<file path="src/rtl/core/qdpa_pkg.sv">
package qdpa_pkg;

  // Phase positions along the pin sequence 11, 10, 00, 01
  localparam logic [2:0] POS_WRAP_LO = 3'd0;  // alias of POS_01 below position 1
  localparam logic [2:0] POS_11      = 3'd1;
  localparam logic [2:0] POS_10      = 3'd2;
  localparam logic [2:0] POS_00      = 3'd3;
  localparam logic [2:0] POS_01      = 3'd4;
  localparam logic [2:0] POS_WRAP_HI = 3'd5;  // alias of POS_11 above position 4

  // Pin patterns
  localparam logic [1:0] PINS_00 = 2'b00;
  localparam logic [1:0] PINS_01 = 2'b01;
  localparam logic [1:0] PINS_10 = 2'b10;
  localparam logic [1:0] PINS_11 = 2'b11;

  // Command codes carried on tuser
  localparam logic CMD_SAMPLE = 1'b0;
  localparam logic CMD_INIT   = 1'b1;

  // Gap recorded when it does not fit in 16 bits
  localparam logic [15:0] GAP_OVERFLOW = 16'h0000;

  localparam int GAP_W   = 16;
  localparam int COUNT_W = 16;
  localparam int TIME_W  = 32;

  // Expected pins at each phase position, including the two wrap aliases
  function automatic logic [1:0] pins_at(input logic [2:0] pos);
    logic [1:0] p;
    case (pos)
      POS_WRAP_LO: p = PINS_01;
      POS_11:      p = PINS_11;
      POS_10:      p = PINS_10;
      POS_00:      p = PINS_00;
      POS_01:      p = PINS_01;
      POS_WRAP_HI: p = PINS_11;
      default:     p = PINS_01;
    endcase
    return p;
  endfunction

  // Phase position for an init command
  function automatic logic [2:0] pos_of(input logic [1:0] pins);
    logic [2:0] pos;
    case (pins)
      PINS_11: pos = POS_11;
      PINS_10: pos = POS_10;
      PINS_00: pos = POS_00;
      default: pos = POS_01;
    endcase
    return pos;
  endfunction

endpackage

</file>
<file path="src/rtl/core/qdpa_ram.sv">
module qdpa_ram #(
  parameter int WIDTH = 16,
  parameter int DEPTH = 8
) (
  input  logic                                       clk,
  input  logic                                       we,
  input  logic [((DEPTH > 1) ? $clog2(DEPTH) : 1)-1:0] waddr,
  input  logic [WIDTH-1:0]                           wdata,
  input  logic [((DEPTH > 1) ? $clog2(DEPTH) : 1)-1:0] raddr,
  output logic [WIDTH-1:0]                           rdata
);

  logic [WIDTH-1:0] mem [DEPTH];

  // Single write port, registered read
  always_ff @(posedge clk) begin
    if (we) begin
      mem[waddr] <= wdata;
    end
    rdata <= mem[raddr];
  end

endmodule

</file>
<file path="src/rtl/core/quadrature_decoder_with_period_average.sv">
// Quadrature decoder with a running average of cycle times. Each input
// transaction carries the two encoder pins and a 32-bit microsecond timestamp;
// tuser selects a pin sample (0) or an init command (1) that loads the phase
// and the reference time. One result transaction comes back per input: the
// step error flag, the signed 16-bit cycle count and the ring total divided
// by SAMPLES. The block accepts one transaction every clock unless m_tready
// is low while both stages hold data. Stage A registers the state update;
// stage B registers the reciprocal multiply for the average and sets
// m_tvalid. The gap ring lives in a RAM with a registered read that is
// addressed with the next ring index, so no clearing pass is needed after
// reset: a fill flag makes unwritten entries read as zero.
module quadrature_decoder_with_period_average
  import qdpa_pkg::*;
#(
  parameter int SAMPLES = 8
) (
  input  logic        clk,
  input  logic        rst,
  // Input stream
  input  logic        s_tvalid,
  output logic        s_tready,
  input  logic [39:0] s_tdata,   // [1:0] pins, [33:2] time_us, [39:34] zero
  input  logic        s_tuser,   // [0] cmd
  // Result stream
  output logic        m_tvalid,
  input  logic        m_tready,
  output logic [31:0] m_tdata,   // [15:0] position_count, [31:16] average_step_time
  output logic        m_tuser    // [0] step_error
);

  localparam int IDX_W   = (SAMPLES > 1) ? $clog2(SAMPLES) : 1;
  localparam int TOT_W   = GAP_W + IDX_W;
  localparam int SH      = TOT_W + IDX_W;
  localparam int RECIP_W = TOT_W + 2;
  localparam int PROD_W  = TOT_W + RECIP_W;
  // ceil(2^SH / SAMPLES): exact floor division for any TOT_W-bit total
  localparam logic [63:0] RECIP64 = ((64'd1 << SH) + 64'(SAMPLES) - 64'd1) / 64'(SAMPLES);
  localparam logic [RECIP_W-1:0] RECIP = RECIP64[RECIP_W-1:0];
  localparam logic [IDX_W-1:0] IDX_LAST = IDX_W'(SAMPLES - 1);

  // Input fields
  logic              cmd;
  logic [1:0]        pins;
  logic [TIME_W-1:0] time_us;

  assign cmd     = s_tuser;
  assign pins    = s_tdata[1:0];
  assign time_us = s_tdata[33:2];

  // State
  logic [2:0]         phase;
  logic [2:0]         phase_next;
  logic [TIME_W-1:0]  prev_time;
  logic [TIME_W-1:0]  prev_time_next;
  logic [COUNT_W-1:0] cycle_count;
  logic [COUNT_W-1:0] cycle_count_next;
  logic [IDX_W-1:0]   ring_index;
  logic [IDX_W-1:0]   ring_index_next;
  logic [TOT_W-1:0]   gap_total;
  logic [TOT_W-1:0]   gap_total_next;
  logic               full;
  logic               full_next;

  // Pipeline control
  logic a_valid;
  logic a_err;
  logic b_load;
  logic s_fire;

  // Ring RAM and read bypass
  logic [GAP_W-1:0] ram_rdata;
  logic [GAP_W-1:0] byp_data;
  logic             byp;
  logic             record;
  logic [GAP_W-1:0] entry;
  logic [GAP_W-1:0] old_entry;

  // Decode
  logic [2:0]        pos;
  logic              fwd;
  logic              back;
  logic              same;
  logic              step_err;
  logic [TIME_W-1:0] gap;

  assign b_load   = a_valid && (!m_tvalid || m_tready);
  assign s_tready = !a_valid || b_load;
  assign s_fire   = s_tvalid && s_tready;

  // Phase tracking and step classification
  always_comb begin
    pos  = (phase < POS_11 || phase > POS_01) ? POS_01 : phase;
    fwd  = (pins == pins_at(pos + 3'd1));
    back = !fwd && (pins == pins_at(pos - 3'd1));
    same = (pins == pins_at(pos));
    step_err = (cmd == CMD_SAMPLE) && !fwd && !back && !same;
    gap   = time_us - prev_time;
    entry = (gap[TIME_W-1:GAP_W] == '0) ? gap[GAP_W-1:0] : GAP_OVERFLOW;
    old_entry = full ? (byp ? byp_data : ram_rdata) : '0;
  end

  // Next state
  always_comb begin
    phase_next       = phase;
    prev_time_next   = prev_time;
    cycle_count_next = cycle_count;
    record           = 1'b0;
    if (s_fire) begin
      if (cmd == CMD_INIT) begin
        phase_next     = pos_of(pins);
        prev_time_next = time_us;
      end else if (fwd) begin
        prev_time_next = time_us;
        if (pos == POS_01) begin
          phase_next       = POS_11;
          cycle_count_next = cycle_count + COUNT_W'(1);
          record           = 1'b1;
        end else begin
          phase_next = pos + 3'd1;
        end
      end else if (back) begin
        prev_time_next = time_us;
        phase_next     = (pos == POS_11) ? POS_01 : pos - 3'd1;
        if (pos == POS_10) begin
          cycle_count_next = cycle_count - COUNT_W'(1);
          record           = 1'b1;
        end
      end else if (same) begin
        prev_time_next = time_us;
      end
    end
    ring_index_next = ring_index;
    gap_total_next  = gap_total;
    full_next       = full;
    if (record) begin
      ring_index_next = (ring_index == IDX_LAST) ? '0 : ring_index + IDX_W'(1);
      gap_total_next  = gap_total - TOT_W'(old_entry) + TOT_W'(entry);
      if (ring_index == IDX_LAST) begin
        full_next = 1'b1;
      end
    end
  end

  // Gap ring storage, read address is the next ring index
  qdpa_ram #(
    .WIDTH (GAP_W),
    .DEPTH (SAMPLES)
  ) u_ring (
    .clk   (clk),
    .we    (record),
    .waddr (ring_index),
    .wdata (entry),
    .raddr (ring_index_next),
    .rdata (ram_rdata)
  );

  // Write-to-read bypass for the same entry
  always_ff @(posedge clk) begin
    byp_data <= entry;
    if (rst) begin
      byp <= 1'b0;
    end else begin
      byp <= record && (ring_index == ring_index_next);
    end
  end

  // State registers
  always_ff @(posedge clk) begin
    if (rst) begin
      phase       <= POS_01;
      prev_time   <= '0;
      cycle_count <= '0;
      ring_index  <= '0;
      gap_total   <= '0;
      full        <= 1'b0;
    end else begin
      phase       <= phase_next;
      prev_time   <= prev_time_next;
      cycle_count <= cycle_count_next;
      ring_index  <= ring_index_next;
      gap_total   <= gap_total_next;
      full        <= full_next;
    end
  end

  // Stage A: error flag; count and total are read from the state registers
  always_ff @(posedge clk) begin
    if (s_fire) begin
      a_err <= step_err;
    end
    if (rst) begin
      a_valid <= 1'b0;
    end else if (s_fire) begin
      a_valid <= 1'b1;
    end else if (b_load) begin
      a_valid <= 1'b0;
    end
  end

  // Stage B: average by reciprocal multiply, result register
  logic [PROD_W-1:0] prod;

  assign prod = PROD_W'(gap_total) * PROD_W'(RECIP);

  always_ff @(posedge clk) begin
    if (b_load) begin
      m_tuser          <= a_err;
      m_tdata[15:0]    <= cycle_count;
      m_tdata[31:16]   <= prod[SH +: GAP_W];
    end
    if (rst) begin
      m_tvalid <= 1'b0;
    end else if (b_load) begin
      m_tvalid <= 1'b1;
    end else if (m_tready) begin
      m_tvalid <= 1'b0;
    end
  end

  // Checks
  a_phase_range: assert property (@(posedge clk) disable iff (rst)
    phase >= POS_11 && phase <= POS_01)
    else $error("phase position out of range");

  a_index_range: assert property (@(posedge clk) disable iff (rst)
    ring_index <= IDX_LAST)
    else $error("ring index beyond last entry");

  a_full_sticky: assert property (@(posedge clk) disable iff (rst)
    $past(full) |-> full)
    else $error("ring fill flag dropped");

  a_err_holds_state: assert property (@(posedge clk) disable iff (rst)
    s_fire && step_err |=> $stable(cycle_count) && $stable(gap_total)
      && $stable(prev_time) && $stable(phase))
    else $error("rejected step changed state");

  a_stall_blocks: assert property (@(posedge clk) disable iff (rst)
    a_valid && m_tvalid && !m_tready |-> !s_tready)
    else $error("input taken while both stages are occupied");

endmodule
</file>
<file path="config.mk">
export PLATFORM = sky130hd
export DESIGN_NAME = quadrature_decoder_with_period_average
export DESIGN_NICKNAME = d
export VERILOG_FILES = /design/src/rtl/core/qdpa_pkg.sv /design/src/rtl/core/qdpa_ram.sv /design/src/rtl/core/quadrature_decoder_with_period_average.sv
export SDC_FILE = /design/constraint.sdc
export NUM_CORES = 1
export LEC_CHECK = 0
export ABC_AREA = 1
export BUFFER_PORTS_ARGS = -buffer_cell sky130_fd_sc_hd__clkbuf_2
export CELL_PAD_IN_SITES_DETAIL_PLACEMENT = 1
export CELL_PAD_IN_SITES_GLOBAL_PLACEMENT = 1
export CORE_ASPECT_RATIO = 0.9
export CORE_MARGIN = 10
export CORE_UTILIZATION = 52
export CTS_BUF_LIST = sky130_fd_sc_hd__clkbuf_4
export CTS_CLUSTER_SIZE = 12
export DETAILED_ROUTE_END_ITERATION = 10
export PLACE_DENSITY_LB_ADDON = 0.1
export SLEW_MARGIN = 15
export SYNTH_ARGS = -nofsm -noshare
export SYNTH_HDL_FRONTEND = slang
export SYNTH_SLANG_ARGS = --single-unit
</file>
<file path="constraint.sdc">
create_clock -name clk -period 15.26 [get_ports clk]
set_clock_uncertainty 0.1 [all_clocks]
set_input_delay 4.578 -clock clk [delete_from_list [all_inputs] [get_ports clk]]
set_output_delay 4.578 -clock clk [all_outputs]
set_load 0.05 [all_outputs]
</file>
==> results of run 1 <==
area by class of cell:
| cell class | instances | area share [%] |
|---|---|---|
| Clock inverter | 17 | 0.7260 |
| Antenna cell | 1 | 0.01497 |
| Tap cell | 360 | 2.695 |
| Sequential cell | 271 | 42.16 |
| Timing Repair Buffer | 86 | 2.964 |
| Clock buffer | 121 | 5.434 |
| Multi-Input combinational cell | 1153 | 39.32 |
| Inverter | 298 | 6.692 |
per-stage QoR:
stage                     setup slack (ns)  power, uW  std cells
after floorplan                      5.524       1147       1779
after global placement               4.407       1249       2166
after detailed placement             4.260       1264       2166
after CTS                            4.937       1981       2304
after global routing                 4.497       2072       2307
final                                4.979       1965       2307
worst max-delay path: cells and delay by family:
kind                     cells  cell delay [ns]
AO/OA/AOI/OAI                5             1.02
buffers and inverters        3             0.26
XOR/XNOR                     2             0.33
adder cells (fa/ha/maj)      4             1.60
AND/OR/NAND/NOR             17             2.92
cell usage after synthesis (all sizes together):
master  count  area share [%]
o21ai     119             4.1
o221ai      1           0.059
a21oi     147             5.0
and2        2           0.084
xnor2      15            0.88
or2         3            0.13
nand4      19            0.88
o21bai      5            0.25
ha         76             6.4
dfxtp     109              15
buf        34             1.4
nor3       36             1.3
xor2       37             2.2
nand3     171             5.9
o211ai      2            0.10
clkbuf     23            0.59
nand3b     21             1.1
o31ai       4            0.20
a31oi       5            0.21
nor2      103             2.6
inv       298             7.5
a21boi      2            0.10
o21a        1           0.050
fa         18             2.4
nand2     355             9.1
a211oi      2            0.10
a21o        8            0.40
edfxtp    162              33
and3        1           0.042
cell usage in the layout (no fill, tap or decap), drive strengths merged, types with 8 or more instances in the layout:
cell type  Yosys  final
a21o           8      8
a21oi        147    147
buf           34     13
clkbuf        23    194
clkinv         0     10
dfxtp        109    109
edfxtp       162    162
fa            18     18
ha            76     76
inv          298    302
nand2        355    355
nand3        171    171
nand3b        21     21
nand4         19     19
nor2         103    103
nor3          36     36
o21ai        119    119
xnor2         15     15
xor2          37     37
state kept, by name (all words and copies together), names as in the netlist:
name	flops
u_ring.mem	128
m_tvalid	1
gap_total	19
m_tuser	1
byp	1
phase	3
a_err	1
byp_data	16
a_valid	1
ring_index	3
full	1
u_ring.rdata	16
cycle_count	16
m_tdata	32
prev_time	32
report_power, final:
group	internal [uW]	total, uW	switching (uW)
Sequential	805	822	16.6
Clock	380	708	328
Combinational	137	435	297
logic make-up (layout without fill, tap and decap cells):
logic type / Yosys count / in the layout / share of synthesized area [%]
other cells: 0 / 1 / 0
buf+inv: 355 / 522 / 9.504
compound gates: 296 / 296 / 10.54
flops: 271 / 271 / 47.08
xor+xnor: 52 / 52 / 3.043
fa+ha+maj: 94 / 94 / 8.760
simple gates: 711 / 711 / 21.07
worst paths after layout:
kind,endpoint,startpoint,cells past startpoint,slack (ns)
worst max register to register,gap_total[15]$_SDFFE_PP0P_,prev_time[0]$_SDFFE_PP0P_,29,8.71
worst min-delay path,m_tuser$_DFFE_PP_,a_err$_DFFE_PP_,0,0.32
worst max-delay path,gap_total[15]$_SDFFE_PP0P_,s_tdata[2],31,4.98
worst min register to register,m_tuser$_DFFE_PP_,a_err$_DFFE_PP_,0,0.32
routing by layer:
metal / up-vias / GRT usage, % / share of wire (%)
li1: 6125 / - / -
met1: 6138 / 28.40 / 42
met2: 301 / 42.12 / 50
met3: 91 / 3.975 / 4.8
met4: 0 / 9.424 / 3.1
met5: - / 0 / 0
==> implementation parameters, run 1 <==
Parameter                              Value

Status
  Status    complete, no violations

Clock tree
  Number of sinks handled by clock tree synthesis    271
  Number of H-tree branching levels    3
  Post-CTS Setup Repair Bufs    0
  Clk root buf    sky130_fd_sc_hd__clkbuf_4
  Clock input transition at the sequential cells of the worst setup and hold paths    0.07 ns
  Insertion delay to the later sink of the worst-skew pair    0.73 ns
  Number of gates resized after cts    0
  CTS tree    done
  Largest buffer count on any clock path    3
  Hold bufs inserted after CTS    0
  Total CTS buffers    75

STA
  Crit path time final    10.28 ns
  Accumulated negative setup slack    0 ns
  Final Cycle Share    67.37%
  RSZ-0062 raised after global routing    false
  Final slew viol count    0
  Peak Freq    0.09726 GHz
  Final count of negative-setup-slack endpoints    0
  Relative max-transition margin    18.72%
  Worst-margin pin slew    1.215 ns
  Final Hold Slack    0.3207 ns
  Final number of hold-violating endpoints    0

Global routing
  Maximum number of pins on one net before global-route repair    67
  Antenna violations before repair    2
  Total global routing track utilization    23.94%
  Remaining global-route overflow    0
  First-pass GRT wire length    68.83 mm
  Via count of the first global-routing pass    13.32k

Pwr
  PwrDens    117.5 nW/um^2
  Leak Pwr    0.007809 uW
  Worst IR Drop VDD    0.05907 mV

Synth
  Post-synthesis area per instance    8.414 sq um
  Syn Nets    1918
  YS warnings    0
  Number of distinct standard cells referenced by the synthesized netlist    45
  Number of register bits inferred by synthesis    271
  Cell area after technology mapping    14970 sq um
  Number of cells produced by synthesis    1779
  Proportion of synthesized chip area in sequential cells    47.08%

Layout
  Utilization of the core after routing    59.37%
  Syn-to-layout area delta    11.68%
  FILL cells    3452
  Reg area    7047 sq um
  Layout Cell Area excl Fill    16720 sq um
  Area occupied by multi-input gates    6573 sq um
  Share of post-route cells with drive strength above 1    12.64%
  Nets    2024

Detailed routing
  Drc violations    0
  Post-detailed-routing wire length    43.53 mm
  Violation count after the first detailed-routing iteration    805
  Routed len/inst    18.87 um
  Via density per instance    5.485
  Overall via count from detail_route    12.66k
  Number of nets with antenna violations after detailed routing    0
  Total iterations of the first detailed-routing run    5

Place
  Placed Instance Area    15630 sq um
  Routability-driven placement congestion ratio    0.8749
  # port buffers    73
  Half-perimeter wire length after placement    29.09 mm

Worst setup path
  Highest net fanout along the worst path    17
  Required @ worst endpoint    15.72 ns
  Sort of element at the start of the critical path    input pin
  Crit path arrival time    10.74 ns
  Maximum single-stage delay on the critical path    0.95 ns
  Critical-path cell with the highest stage delay    sky130_fd_sc_hd__nor3_2
  Type of destination of the critical path    register
  Critical setup path kind    input pin to register
  Cell mode on critical path    sky130_fd_sc_hd__nand2_1

Floorplan
  Die H    181.0 um
  Number of primary I/O pins    80
  Die width    198.8 um
  Core Rows    58
  Initial core utilization    53.16%
  Die ar.    35980 sq um
  Core ar.    28160 sq um

Worst hold path
  Class of the most critical hold timing path    register to register

Flow run
  Number of violations of the max-capacitance limit    0
Power figures use the tool's default switching activity.
==> run 2: changes to the inputs <==
--- a/config.mk
+++ b/config.mk
@@ -11,7 +11,7 @@
 export CELL_PAD_IN_SITES_GLOBAL_PLACEMENT = 1
 export CORE_ASPECT_RATIO = 0.9
 export CORE_MARGIN = 10
-export CORE_UTILIZATION = 52
+export CORE_UTILIZATION = 49
 export CTS_BUF_LIST = sky130_fd_sc_hd__clkbuf_4
 export CTS_CLUSTER_SIZE = 12
 export DETAILED_ROUTE_END_ITERATION = 10
==> constraint.sdc (replaced) <==
create_clock -name clk -period 9.7 [get_ports clk]
set_clock_uncertainty 0.1 [all_clocks]
set_input_delay 2.91 -clock clk [delete_from_list [all_inputs] [get_ports clk]]
set_output_delay 2.91 -clock clk [all_outputs]
set_load 0.05 [all_outputs]
==> implementation parameters, run 2 (synthesis gave the netlist of run 1 again) <==
Parameter                              Value

Status
  Status    complete, no violations

Layout
  FILL cells    3700
  Nets    2028
  Registers with the highest flip-flop counts    u_ring.mem (128), m_tdata (32), prev_time (32)
  Most frequent standard cell in the layout excluding fill and tap cells    sky130_fd_sc_hd__nand2_1
  Flip-flop count of the largest register, all copies and words added    128
  Commonest non-fill, non-tap cells in the layout    347 x sky130_fd_sc_hd__nand2_1, 295 x sky130_fd_sc_hd__inv_1, 169 x sky130_fd_sc_hd__nand3_1
  Syn-to-layout area delta    11.70%
  Layout Cell Area excl Fill    16720 sq um
  Share of post-route cells with drive strength above 1    12.47%
  Area occupied by multi-input gates    6568 sq um
  Register with the highest flop count    u_ring.mem
  Reg area    7047 sq um

Floorplan
  Die H    185.8 um
  Number of primary I/O pins    80
  Core Rows    60
  Core ar.    30030 sq um
  Die width    204.2 um
  Die ar.    37950 sq um
  Initial core utilization    49.85%

Clock tree
  Insertion delay to the later sink of the worst-skew pair    0.76 ns
  Number of gates resized after cts    0
  Clk root buf    sky130_fd_sc_hd__clkbuf_4
  Total CTS buffers    75
  Largest buffer count on any clock path    3
  Hold bufs inserted after CTS    0
  Clock input transition at the sequential cells of the worst setup and hold paths    0.07 ns
  Number of H-tree branching levels    3
  Number of sinks handled by clock tree synthesis    271
  Post-CTS Setup Repair Bufs    0
  CTS tree    done

Worst setup path
  Highest net fanout along the worst path    17
  Register-to-register setup slack    3.42 ns
  Worst setup path start    s_tdata[2]
  Maximum single-stage delay on the critical path    0.69 ns
  Beginning of the worst register-to-register path    prev_time[0]$_SDFFE_PP0P_
  Critical setup path kind    input pin to register
  Type of destination of the critical path    register
  Cell mode on critical path    sky130_fd_sc_hd__nand2_1
  Required @ worst endpoint    10.18 ns
  Crit path arrival time    8.78 ns
  R2r worst-path depth    26
  Crit path capture    gap_total[16]$_SDFFE_PP0P_
  Sort of element at the start of the critical path    input pin
  Endpoint of the worst-slack reg-to-reg timing path    gap_total[16]$_SDFFE_PP0P_
  Critical-path cell with the highest stage delay    sky130_fd_sc_hd__nor3_1

Place
  Routability-driven placement congestion ratio    0.8728
  Half-perimeter wire length after placement    29.54 mm
  Placed Instance Area    15710 sq um
  Worst slack, placed    0.8146 ns
  # port buffers    73

STA
  Worst-margin pin slew    1.165 ns
  Crit path setup slack, layout    1.398 ns
  RSZ-0062 raised after global routing    false
  Accumulated negative setup slack    0 ns
  Final number of hold-violating endpoints    0
  Relative max-transition margin    22.09%
  Crit path time final    8.302 ns
  Final slew viol count    0
  Final Cycle Share    85.58%
  Final count of negative-setup-slack endpoints    0
  Final Hold Slack    0.3335 ns
  Peak Freq    0.1205 GHz

Detailed routing
  Post-detailed-routing wire length    42.50 mm
  Routed len/inst    18.06 um
  Violation count after the first detailed-routing iteration    539
  Total iterations of the first detailed-routing run    5
  Drc violations    0
  Via density per instance    5.318
  Number of nets with antenna violations after detailed routing    0
  Overall via count from detail_route    12.51k

Global routing
  Via count of the first global-routing pass    13.08k
  First-pass GRT wire length    67.92 mm
  Remaining global-route overflow    0
  Maximum number of pins on one net before global-route repair    66
  Total global routing track utilization    22.61%
  Antenna violations before repair    2

Pwr
  NetSw    996.4 uW
  PwrDens    180.3 nW/um^2
  Cell-internal power    2019 uW
  Switch share    33.05%
  Relative contribution of combinational cells to total power    22.2%
  Leak Pwr    0.007788 uW
  Sequential share of power    43.1%
  Fraction of power consumed by the clock network    34.7%
  Total design power    3015 uW
  Worst IR Drop VDD    0.1064 mV

Worst hold path
  Class of the most critical hold timing path    register to register

Flow run
  Number of violations of the max-capacitance limit    0
-- run 2: changes by cell type in the layout (fill, tap and decap cells not counted), sizes merged --
cell      previous run  this run
clkinvlp             2         3
bufinv               1         0
clkinv              10        20
buf                 13        17
inv                302       300
clkbuf             194       185
-- run 2: cell type report --
class,instances,share of cell area [%]
sequential,271,42.15
multi-input combinational,1153,39.28
tap,403,3.016
clock buffer,112,5.029
antenna,1,0.01497
timing repair buffer,90,3.068
inverter,298,6.690
clock inverter,25,0.7558
-- run 2: metal layers --
| metal | vias up | wire, um | global-route usage, % |
|---|---|---|---|
| met5 | - | 0 | 0 |
| met4 | 0 | 1180 | 8.523 |
| met3 | 94 | 1886 | 4.554 |
| met2 | 253 | 21120 | 39.79 |
| met1 | 6018 | 18310 | 26.74 |
| li1 | 6149 | - | - |
-- run 2: worst min-delay path by stage --
stage                              startpoint               endpoint  slack (ns)  cells after the start
finish              gap_total[6]$_SDFFE_PP0P_  m_tdata[19]$_DFFE_PP_        0.33                      0
global route        gap_total[6]$_SDFFE_PP0P_  m_tdata[19]$_DFFE_PP_        0.34                      0
CTS                 gap_total[6]$_SDFFE_PP0P_  m_tdata[19]$_DFFE_PP_        0.33                      0
detailed placement  gap_total[4]$_SDFFE_PP0P_  m_tdata[17]$_DFFE_PP_        0.32                      0
global placement    gap_total[4]$_SDFFE_PP0P_  m_tdata[17]$_DFFE_PP_        0.32                      0
floorplan                     a_err$_DFFE_PP_      m_tuser$_DFFE_PP_        0.30                      0
-- run 2: through the flow --
stage          utilization, %  cells
2_1_floorplan               -   1779
3_3_place_gp            52.33   2214
3_5_place_dp            52.33   2214
4_1_cts                 55.55   2351
5_1_grt                 55.68   2353
6_report                55.68   2353
-- run 2: power groups by stage --
stage / clock (uW) / sequential [uW] / combinational [uW]
final: 1050 / 1300 / 670
after global placement: 0 / 1320 / 643
after global routing: 1150 / 1300 / 756
after detailed placement: 0 / 1320 / 663
after floorplan: 0 / 1330 / 473
after CTS: 1080 / 1300 / 669
-- run 2: worst max-delay path: cells and delay by family --
family,cells,cell delay (ns)
compound gates,8,1.58
fa+ha+maj,4,1.56
buf+inv,3,0.25
xor+xnor,2,0.34
simple gates,11,2.11
